## config.mk

```make
export PLATFORM = sky130hd
export DESIGN_NAME = heap_sort_engine
export DESIGN_NICKNAME = d
export VERILOG_FILES = /design/src/rtl/hse_pkg.sv /design/src/rtl/hse_mem.sv /design/src/rtl/hse_ctrl.sv /design/src/rtl/heap_sort_engine.sv
export SDC_FILE = /design/constraint.sdc
export NUM_CORES = 2
export LEC_CHECK = 0
export ABC_AREA = 1
export BUFFER_PORTS_ARGS = -buffer_cell sky130_fd_sc_hd__buf_2
export CAP_MARGIN = 20
export CORE_MARGIN = 3
export CORE_UTILIZATION = 29
export CTS_BUF_LIST = sky130_fd_sc_hd__clkbuf_4
export DETAILED_ROUTE_END_ITERATION = 8
export SYNTH_ARGS = -nofsm -noshare
export SYNTH_HDL_FRONTEND = slang
export SYNTH_SLANG_ARGS = --single-unit
export TNS_END_PERCENT = 50
```

## constraint.sdc

```tcl
create_clock -name clk -period 5.65 [get_ports clk]
set_input_delay 1.13 -clock clk [delete_from_list [all_inputs] [get_ports clk]]
set_output_delay 1.13 -clock clk [all_outputs]
set_load 0.01 [all_outputs]
```

## src/rtl/hse_pkg.sv

```systemverilog
// shared types and constants for the heap sort engine
`timescale 1ns / 1ps

package hse_pkg;

    localparam int DATA_W            = 32;
    localparam int DEFAULT_MAX_ITEMS = 64;

    typedef enum logic [3:0] {
        ST_IDLE,
        ST_B_RD,
        ST_B_CAP,
        ST_SIFT_CHK,
        ST_SIFT_L,
        ST_SIFT_R,
        ST_X_RDI,
        ST_X_RD0,
        ST_X_WR,
        ST_OUT
    } state_t;

endpackage

```

## src/rtl/hse_mem.sv

```systemverilog
// element store: one write port, one read port, registered read data
`timescale 1ns / 1ps

module hse_mem #(
    parameter int DEPTH = hse_pkg::DEFAULT_MAX_ITEMS,
    parameter int AW    = $clog2(DEPTH)
) (
    input  logic                      clk,
    input  logic                      we,
    input  logic [AW-1:0]             waddr,
    input  logic [hse_pkg::DATA_W-1:0] wdata,
    input  logic                      re,
    input  logic [AW-1:0]             raddr,
    output logic [hse_pkg::DATA_W-1:0] rdata
);

    logic [hse_pkg::DATA_W-1:0] mem [DEPTH];

    always_ff @(posedge clk)
    begin
        if (we)
        begin
            mem[waddr] <= wdata;
        end
    end

    always_ff @(posedge clk)
    begin
        if (re)
        begin
            rdata <= mem[raddr];
        end
    end

endmodule

```

## src/rtl/hse_ctrl.sv

```systemverilog
// sequencer: loads the set, builds the heap, sorts in place and streams results
`timescale 1ns / 1ps

module hse_ctrl #(
    parameter int MAX_ITEMS = hse_pkg::DEFAULT_MAX_ITEMS,
    parameter int AW        = $clog2(MAX_ITEMS),
    parameter int CW        = $clog2(MAX_ITEMS + 1)
) (
    input  logic                        clk,
    input  logic                        rst_n,
    input  logic                        start,
    output logic                        busy,
    input  logic signed [hse_pkg::DATA_W-1:0] value,
    input  logic                        last,
    output logic                        mem_we,
    output logic [AW-1:0]               mem_waddr,
    output logic [hse_pkg::DATA_W-1:0]  mem_wdata,
    output logic                        mem_re,
    output logic [AW-1:0]               mem_raddr,
    input  logic [hse_pkg::DATA_W-1:0]  mem_rdata,
    output logic                        result_valid,
    output logic                        final_res,
    output logic                        overflow
);

    hse_pkg::state_t state_reg, state_next;

    logic [CW-1:0] count_reg, count_next;
    logic          ovf_seen_reg, ovf_seen_next;
    logic [CW-1:0] n_reg, n_next;
    logic [CW-1:0] i_reg, i_next;
    logic [AW-1:0] lim_reg, lim_next;
    logic [AW-1:0] p_reg, p_next;
    logic [AW-1:0] k_reg, k_next;
    logic          sort_reg, sort_next;
    logic          strobe_reg, strobe_next;
    logic          final_reg, final_next;
    logic          ovf_out_reg, ovf_out_next;
    logic [hse_pkg::DATA_W-1:0] pv_reg, pv_next;
    logic [hse_pkg::DATA_W-1:0] lv_reg, lv_next;

    logic [AW+1:0]              cl;
    logic [AW+1:0]              cr;
    logic [AW+1:0]              lim_ext;
    logic                       pick_r;
    logic [hse_pkg::DATA_W-1:0] cand_val;
    logic [AW-1:0]              cand_addr;
    logic                       sink;
    logic                       sift_end;
    logic                       full;
    logic [CW-1:0]              cnt_after;

    assign cl        = {1'b0, p_reg, 1'b1};
    assign cr        = cl + (AW+2)'(1);
    assign lim_ext   = {2'b00, lim_reg};
    assign pick_r    = (state_reg == hse_pkg::ST_SIFT_R) &&
                       ($signed(lv_reg) < $signed(mem_rdata));
    assign cand_val  = ((state_reg == hse_pkg::ST_SIFT_R) && !pick_r) ? lv_reg : mem_rdata;
    assign cand_addr = pick_r ? cr[AW-1:0] : cl[AW-1:0];
    assign sink      = $signed(pv_reg) < $signed(cand_val);
    assign full      = (count_reg == CW'(MAX_ITEMS));
    assign cnt_after = full ? count_reg : count_reg + CW'(1);

    assign busy         = (state_reg != hse_pkg::ST_IDLE);
    assign result_valid = strobe_reg;
    assign final_res    = final_reg;
    assign overflow     = ovf_out_reg;

    always_ff @(posedge clk or negedge rst_n)
    begin
        if (!rst_n)
        begin
            state_reg    <= hse_pkg::ST_IDLE;
            count_reg    <= '0;
            ovf_seen_reg <= 1'b0;
            strobe_reg   <= 1'b0;
            sort_reg     <= 1'b0;
        end
        else
        begin
            state_reg    <= state_next;
            count_reg    <= count_next;
            ovf_seen_reg <= ovf_seen_next;
            strobe_reg   <= strobe_next;
            sort_reg     <= sort_next;
        end
    end

    always_ff @(posedge clk)
    begin
        n_reg       <= n_next;
        i_reg       <= i_next;
        lim_reg     <= lim_next;
        p_reg       <= p_next;
        k_reg       <= k_next;
        final_reg   <= final_next;
        ovf_out_reg <= ovf_out_next;
        pv_reg      <= pv_next;
        lv_reg      <= lv_next;
    end

    always_comb
    begin
        state_next    = state_reg;
        count_next    = count_reg;
        ovf_seen_next = ovf_seen_reg;
        n_next        = n_reg;
        i_next        = i_reg;
        lim_next      = lim_reg;
        p_next        = p_reg;
        k_next        = k_reg;
        sort_next     = sort_reg;
        strobe_next   = 1'b0;
        final_next    = final_reg;
        ovf_out_next  = ovf_out_reg;
        pv_next       = pv_reg;
        lv_next       = lv_reg;
        mem_we        = 1'b0;
        mem_waddr     = p_reg;
        mem_wdata     = pv_reg;
        mem_re        = 1'b0;
        mem_raddr     = cl[AW-1:0];
        sift_end      = 1'b0;

        case (state_reg)
            hse_pkg::ST_IDLE:
            begin
                if (start)
                begin
                    if (!full)
                    begin
                        mem_we     = 1'b1;
                        mem_waddr  = count_reg[AW-1:0];
                        mem_wdata  = value;
                        count_next = cnt_after;
                    end
                    else
                    begin
                        ovf_seen_next = 1'b1;
                    end
                    if (last)
                    begin
                        ovf_out_next  = ovf_seen_reg | full;
                        count_next    = '0;
                        ovf_seen_next = 1'b0;
                        n_next        = cnt_after;
                        lim_next      = AW'(cnt_after - CW'(1));
                        sort_next     = 1'b0;
                        k_next        = '0;
                        i_next        = cnt_after >> 1;
                        if (cnt_after < CW'(2))
                        begin
                            state_next = hse_pkg::ST_OUT;
                        end
                        else
                        begin
                            state_next = hse_pkg::ST_B_RD;
                        end
                    end
                end
            end

            // build phase: fetch the subtree root
            hse_pkg::ST_B_RD:
            begin
                mem_re     = 1'b1;
                mem_raddr  = AW'(i_reg - CW'(1));
                p_next     = AW'(i_reg - CW'(1));
                state_next = hse_pkg::ST_B_CAP;
            end

            hse_pkg::ST_B_CAP:
            begin
                pv_next    = mem_rdata;
                state_next = hse_pkg::ST_SIFT_CHK;
            end

            // hole at p, pending value in pv
            hse_pkg::ST_SIFT_CHK:
            begin
                if (cl > lim_ext)
                begin
                    mem_we   = 1'b1;
                    sift_end = 1'b1;
                end
                else
                begin
                    mem_re     = 1'b1;
                    mem_raddr  = cl[AW-1:0];
                    state_next = hse_pkg::ST_SIFT_L;
                end
            end

            hse_pkg::ST_SIFT_L:
            begin
                lv_next = mem_rdata;
                if (cr <= lim_ext)
                begin
                    mem_re     = 1'b1;
                    mem_raddr  = cr[AW-1:0];
                    state_next = hse_pkg::ST_SIFT_R;
                end
                else if (sink)
                begin
                    mem_we     = 1'b1;
                    mem_wdata  = cand_val;
                    p_next     = cand_addr;
                    state_next = hse_pkg::ST_SIFT_CHK;
                end
                else
                begin
                    mem_we   = 1'b1;
                    sift_end = 1'b1;
                end
            end

            hse_pkg::ST_SIFT_R:
            begin
                if (sink)
                begin
                    mem_we     = 1'b1;
                    mem_wdata  = cand_val;
                    p_next     = cand_addr;
                    state_next = hse_pkg::ST_SIFT_CHK;
                end
                else
                begin
                    mem_we   = 1'b1;
                    sift_end = 1'b1;
                end
            end

            // sort phase: root swaps with the heap end
            hse_pkg::ST_X_RDI:
            begin
                mem_re     = 1'b1;
                mem_raddr  = i_reg[AW-1:0];
                state_next = hse_pkg::ST_X_RD0;
            end

            hse_pkg::ST_X_RD0:
            begin
                pv_next    = mem_rdata;
                mem_re     = 1'b1;
                mem_raddr  = '0;
                state_next = hse_pkg::ST_X_WR;
            end

            hse_pkg::ST_X_WR:
            begin
                mem_we     = 1'b1;
                mem_waddr  = i_reg[AW-1:0];
                mem_wdata  = mem_rdata;
                p_next     = '0;
                lim_next   = AW'(i_reg - CW'(1));
                state_next = hse_pkg::ST_SIFT_CHK;
            end

            hse_pkg::ST_OUT:
            begin
                mem_re      = 1'b1;
                mem_raddr   = k_reg;
                strobe_next = 1'b1;
                final_next  = (CW'(k_reg) == (n_reg - CW'(1)));
                k_next      = k_reg + AW'(1);
                if (CW'(k_reg) == (n_reg - CW'(1)))
                begin
                    state_next = hse_pkg::ST_IDLE;
                end
            end

            default:
            begin
                state_next = hse_pkg::ST_IDLE;
            end
        endcase

        if (sift_end)
        begin
            k_next = '0;
            if (i_reg == CW'(1))
            begin
                if (sort_reg)
                begin
                    state_next = hse_pkg::ST_OUT;
                end
                else
                begin
                    sort_next  = 1'b1;
                    i_next     = n_reg - CW'(1);
                    state_next = hse_pkg::ST_X_RDI;
                end
            end
            else
            begin
                i_next     = i_reg - CW'(1);
                state_next = sort_reg ? hse_pkg::ST_X_RDI : hse_pkg::ST_B_RD;
            end
        end
    end

endmodule

```

## src/rtl/heap_sort_engine.sv

```systemverilog
// top level of the heap sort engine: sequencer and element store
`timescale 1ns / 1ps

// Values are loaded one per request while busy is low; the request with
// last set closes the set, and busy then stays high until the sorted values
// have been sent. Each sift-down moves one heap level at a time, bounded by
// the single read port of the element store; sorting is followed by one
// result per cycle. Results come out in ascending order, each valid for
// exactly one cycle on result_valid, and the receiver cannot hold them off.
// final_res marks the last one; overflow is set on every result of a set
// from which values beyond MAX_ITEMS were dropped.
module heap_sort_engine #(
    parameter int MAX_ITEMS = hse_pkg::DEFAULT_MAX_ITEMS
) (
    input  logic                              clk,
    input  logic                              rst_n,
    input  logic                              start,
    output logic                              busy,
    input  logic signed [hse_pkg::DATA_W-1:0] value,
    input  logic                              last,
    output logic                              result_valid,
    output logic signed [hse_pkg::DATA_W-1:0] sorted_value,
    output logic                              final_res,
    output logic                              overflow
);

    localparam int AW = $clog2(MAX_ITEMS);
    localparam int CW = $clog2(MAX_ITEMS + 1);

    logic                       mem_we;
    logic [AW-1:0]              mem_waddr;
    logic [hse_pkg::DATA_W-1:0] mem_wdata;
    logic                       mem_re;
    logic [AW-1:0]              mem_raddr;
    logic [hse_pkg::DATA_W-1:0] mem_rdata;

    hse_ctrl #(
        .MAX_ITEMS (MAX_ITEMS),
        .AW        (AW),
        .CW        (CW)
    ) u_ctrl (
        .clk          (clk),
        .rst_n        (rst_n),
        .start        (start),
        .busy         (busy),
        .value        (value),
        .last         (last),
        .mem_we       (mem_we),
        .mem_waddr    (mem_waddr),
        .mem_wdata    (mem_wdata),
        .mem_re       (mem_re),
        .mem_raddr    (mem_raddr),
        .mem_rdata    (mem_rdata),
        .result_valid (result_valid),
        .final_res    (final_res),
        .overflow     (overflow)
    );

    hse_mem #(
        .DEPTH (MAX_ITEMS),
        .AW    (AW)
    ) u_mem (
        .clk   (clk),
        .we    (mem_we),
        .waddr (mem_waddr),
        .wdata (mem_wdata),
        .re    (mem_re),
        .raddr (mem_raddr),
        .rdata (mem_rdata)
    );

    assign sorted_value = $signed(mem_rdata);

endmodule

```

# Yosys cells after proc, flatten, opt, wreduce, memory -nomap -nowiden
# Memory sizes are Yosys's and may differ from the RTL's. A register that Yosys moved wholly into a read port is not among the register bits.
# Index checks and enable logic that the tools add are counted.
[totals]
reg_bits = 112
ram_bits = 2048
input_bits = 36
out_inout_bits = 36
wordCells = 131
n_memories = 1
[memory_table]
columns = ["name", "words", "word_bits", "rd", "rd_clocked_by_memory_dff", "write_ports", "line_no", "source"]
rows = [
  ["u_mem.mem", 64, 32, 1, 1, 1, "hse_mem.sv:17", "logic [hse_pkg::DATA_W-1:0] mem [DEPTH];"],
]
[classes]
add_sub_neg = 6
n_lt_le_gt_ge = 5
n_eq_ne = 20
n_mux = 64
bitwise = 1
n_reduce_logical = 20
[ops]
columns = ["op", "count"]
rows = [
  ["32-bit two-way mux", 5],
  ["32-bit case mux with 4 select lines", 1],
  ["32-bit < comparator", 2],
  ["7-bit two-way mux", 9],
  ["6-bit two-way mux", 10],
  ["4-bit two-way mux", 10],
  ["4-bit case mux with 9 select lines", 1],
  ["6-bit case mux with 2 select lines", 3],
  ["6-bit case mux with 5 select lines", 1],
  ["6-bit case mux with 4 select lines", 1],
  ["1-bit two-way mux", 19],
  ["4-bit by 3-bit == test with 1-bit output, second input constant", 4],
  ["3-bit AND reduction", 5],
  ["7-bit by 1-bit subtractor with 7-bit output, second input constant", 2],
  ["3-bit by 2-bit != test with 1-bit output, second input constant", 3],
  ["7-bit by 1-bit adder with 8-bit output, second input constant", 1],
  ["4-bit by 2-bit == test with 1-bit output, second input constant", 2],
  ["4-bit == test, second input constant", 2],
  ["8-bit by 6-bit <= comparator with 1-bit output", 1],
  ["2-bit != test, second input constant", 4],
  ["4-bit nonzero test", 2],
  ["7-bit by 1-bit adder with 7-bit output, second input constant", 1],
  ["6-bit by 7-bit == test with 1-bit output", 1],
  ["7-bit by 1-bit == test with 1-bit output, second input constant", 1],
  ["19 further kinds", 25],
]

# Longest topological paths before layout
[depth]
depth_word = 11
depth_mapped = 36
depth_no_buf = 35

# By module
# Synthesis repeated with hierarchy kept, for this count alone.
[hier_totals]
cells_unflattened = 7899
area_unflattened_um2 = 91815.6
[by_module_without_submodules]
columns = ["mod", "n_inst", "cells_per_inst", "area_per_inst_um2", "seq_area_each_um2"]
rows = [
  ["hse_mem", 1, 6769, 83106.0, 62459.9],
  ["hse_ctrl", 1, 1130, 8709.6, 3163.0],
]

# Worst setup path after synthesis
# Ideal clock, no wire load.
[synth_path]
path_type = "register to register"
start = "register u_mem.rdata[21] in the netlist's numbering, read port of u_mem.mem"
end = "memory u_mem.mem[0][10] in the netlist's numbering, data pin"
setup_ns = 0.549
arrival_ns = 5.370
t_required_ns = 5.101
slack_ns = -0.268
path_stages_with_launch = 26
path_buffers = 2
period_less_slack_ns = 5.918
path_cell_list = "edfxtp_1 > inv_1 > ha_1 > a21oi_1 > nor2_1 > nor2_1 > nand3_1 > a21oi_1 > nand3_1 > nand3_1 > clkbuf_1 > nand2_1 > o21ai_0 > ha_1 > a21oi_1 > nor2_1 > a211oi_1 > o221ai_1 > a21oi_1 > nand2_1 > nand2_1 > nand2_1 > clkbuf_1 > nand2_1 > nand3_1 > a21oi_1"
[synth_via]
elab_chain_len = 9
[synth_rtl]
columns = ["item", "line_no", "source"]
rows = [
  ["start, declared", "hse_mem.sv:14", "output logic [hse_pkg::DATA_W-1:0] rdata"],
  ["32-bit < comparator", "hse_ctrl.sv:57", "($signed(lv_reg) < $signed(mem_rdata));"],
  ["1-bit logical AND", "hse_ctrl.sv:56", "assign pick_r = (state_reg == hse_pkg::ST_SIFT_R) &&"],
  ["1-bit logical NOT", "hse_ctrl.sv:58", "assign cand_val = ((state_reg == hse_pkg::ST_SIFT_R) && !pick_r) ? lv_reg : mem_rdata;"],
  ["1-bit logical AND", "hse_ctrl.sv:58", ""],
  ["32-bit two-way mux *", "hse_ctrl.sv:58", ""],
  ["32-bit < comparator", "hse_ctrl.sv:60", "assign sink = $signed(pv_reg) < $signed(cand_val);"],
  ["32-bit two-way mux *", "hse_ctrl.sv:203, hse_ctrl.sv:219", ""],
  ["32-bit two-way mux", "hse_ctrl.sv:197", "if (cr <= lim_ext)"],
  ["32-bit case mux with 4 select lines *", "hse_ctrl.sv:125", "case (state_reg)"],
  ["named net mem_wdata (one bit)", "heap_sort_engine.sv:32", "logic [hse_pkg::DATA_W-1:0] mem_wdata;"],
  ["end, declared", "hse_mem.sv:17", ""],
]
# The timed path passes the listed nets; every way through them passes the cells marked *.

# Final worst setup path
[layout_path]
start = "register u_mem.rdata[15] in the netlist's numbering, read port of u_mem.mem"
end = "memory u_mem.mem[21][0] in the netlist's numbering, data pin"
# The elaborated chain is that of the path after synthesis.

==> results.yml <==
route:
  drt-pass1-iter-count: 6
  wl_um: 276000
  ant_nets: 0
  vias: 62800
  drt_iter0_markers: 6580
  drc: 0
  viasPerCell: 5.16
  post_drt_wl_per_cell_um: 22.7
synthesis:
  syn_inst: 7146
  synth_cell_type_count: 54
  syn_area_um2: 92400
  syn_nets: 7263
  synthFlopType: "edfxtp_1"
  ys_ff_latch: 2192
  netlist_top_cells_area: "edfxtp_1 70%, nor2_1 4.9%, mux2_2 4.6%"
  synth_area_per_cell_um2: 12.9
  synth-edff-count: 2165
  synthArstFlopShare_pct: 0.639
  seq_area_frac_synth_pct: 71.0
  synth_top_area_share_pct: 70.3
  yosysWarnings: 0
  synth_area_leader_cell: "edfxtp_1"
place:
  place_hpwl_um: 152000
  gp_congestion: 0.843
  port_buffers: 71
floorplan:
  core_area_um2: 316000
  rows: 206
  io_pins: 72
  die_h_um: 571
  die_area_um2: 326000
  die_x_um: 571
  initial_core_util_pct: 29.3
finish:
  final_common_cell: "edfxtp_1"
  largest_reg_flops: 2048
  post-route-util_pct: 34.1
  largest_register: "u_mem.mem"
  area_growth_pct: 16.6
  drive_gt1_share_pct: 22.8
  final_cell_mix: "2165 x edfxtp_1, 1149 x nor2_1, 846 x clkbuf_4"
  layout.nets: 7766
clocking:
  clock_sinks: 2192
  cts_tree: "built"
  clkLatencyLatePin_ns: 1.37
  path_clk_slew_ns: 0.06
  h-tree-depth: 6
  cts_buffers: 586
  clock_tree.buffer_depth: 4
  cts-root-buf: "clkbuf_4"
worst_setup_path:
  end_kind: "flip-flop"
  critical-path-max-stage-delay_ns: 0.40
  cp.required_ns: 6.71
  crit_type: "flip-flop to flip-flop"
  cp_common_cell: "nand2_1"
  cpMaxStageDelayCell: "edfxtp_1"
  worstPathMaxFanout: 64
  critPathLaunchType: "flip-flop"
  worstPathArrival_ns: 6.31
global_route:
  grt_pass1_wl_um: 406000
  use_met3_pct: 3.38
  grtUsageTotal_pct: 16.4
  grt.busiest_layer: "met2"
  grt_max_degree: 110
  grt-ovfl-total: 0
  grt_util_met1_pct: 22.1
  antenna_found_initial: 9
  grt_util_met2_pct: 26.4
  grt_pass1_vias: 61300
sta:
  drv_slew: 0
  fin_crit_ns: 5.25
  rsz0062_at_grt: "false"
  finalHoldWorstSlack_ns: 0.205
  timing.slew.headroom_pct: 28.8
  finalSetupViolCount: 0
  fmax_mhz: 190
  tightest_slew_ns: 1.07
  fin_worst_skew_ns: 0.104
  hold_violations: 0
  finalCritPeriodShare_pct: 93.0
hold_path:
  hold_class: "input port to flip-flop"
status:
  status: "completed"
run:
  cap_violations: 0
stage by stage:
stage,cells,setup slack (ns),TNS [ns],area (um2)
floorplan,7146,-0.264,-170.54,92500
global placement,11200,0.159,0,101000
detailed placement,11200,0.309,0,101000
CTS,12200,0.217,0,108000
global route,12200,0.0607,0,108000
finish,12200,0.396,0,108000
logic make-up after synthesis:
logic type | Yosys count | synth area share [%]
adder cells (fa/ha/maj) | 81 | 1.10
buffers and inverters | 667 | 3.00
AO/OA/AOI/OAI | 1328 | 9.06
multiplexers | 375 | 4.57
AND/OR/NAND/NOR | 2486 | 11.1
flip-flops | 2192 | 71.0
XOR/XNOR | 17 | 0.161
critical path: cells and delay by family (launching register included):
family / cells / cell delay, ns
adders and majority gates: 2 / 0.60
buffers and inverters: 7 / 1.02
and+or+nand+nor: 16 / 1.78
AOI/OAI and AO/OA: 5 / 1.05
DFF: 1 / 0.40
final cells by class:
type                            instances  area, um2
Antenna cell                            7       17.5
Clock buffer                          846       6350
Clock inverter                        110        584
Fill cell                           30900     208000
Inverter                              204        777
Multi-Input combinational cell       4287      25000
Sequential cell                      2192      65600
Tap cell                             4160       5200
Timing Repair Buffer                  378       4230
per-layer routing:
layer	up-vias	routed length [um]	share of wire [%]
met4	4	6700	2.4
met1	31400	115000	42
met5	-	28	0.010
met3	476	24300	8.8
met2	3076	130000	47
li1	27800	-	-
repair_timing:
action / 4_1_cts / 5_1_grt
resized for setup: 0 / 2
endpoints found under the hold margin: 15 / 0
setup buffers: 0 / 16
hold buffers: 2 / 0
endpoints found under the setup margin: 0 / 680
Yosys cell counts (81+ instances only):
master / n
buf_2: 168
nand2_1: 549
o21ai_1: 115
o31ai_1: 125
o21ai_0: 507
inv_1: 188
clkbuf_1: 246
nor3_1: 181
nand3_1: 508
o211ai_1: 216
ha_1: 81
mux2_2: 375
nor2_1: 1215
edfxtp_1: 2165
worst paths after layout:
path / from / endpoint / slack, ns / cells after the start
min in group asynchronous: rst_n / u_ctrl.result_valid$_DFF_PN0_ / 0.23 / 2
min: last / u_ctrl.count_reg[0]$_DFFE_PN0P_ / 0.21 / 3
max in group asynchronous: rst_n / u_ctrl.state_reg[0]$_DFFE_PN0P_ / 5.12 / 2
max reg2reg: u_mem.rdata[15]$_DFFE_PP_ / u_mem.mem[21][0]$_DFFE_PP_ / 0.40 / 30
max: u_mem.rdata[15]$_DFFE_PP_ / u_mem.mem[21][0]$_DFFE_PP_ / 0.40 / 30
min reg2reg: u_mem.rdata[19]$_DFFE_PP_ / u_ctrl.pv_reg[19]$_DFFE_PP_ / 0.46 / 0
Power is not shown: default switching activity piles up to over one toggle a cycle in this logic, so the estimate is an artifact.
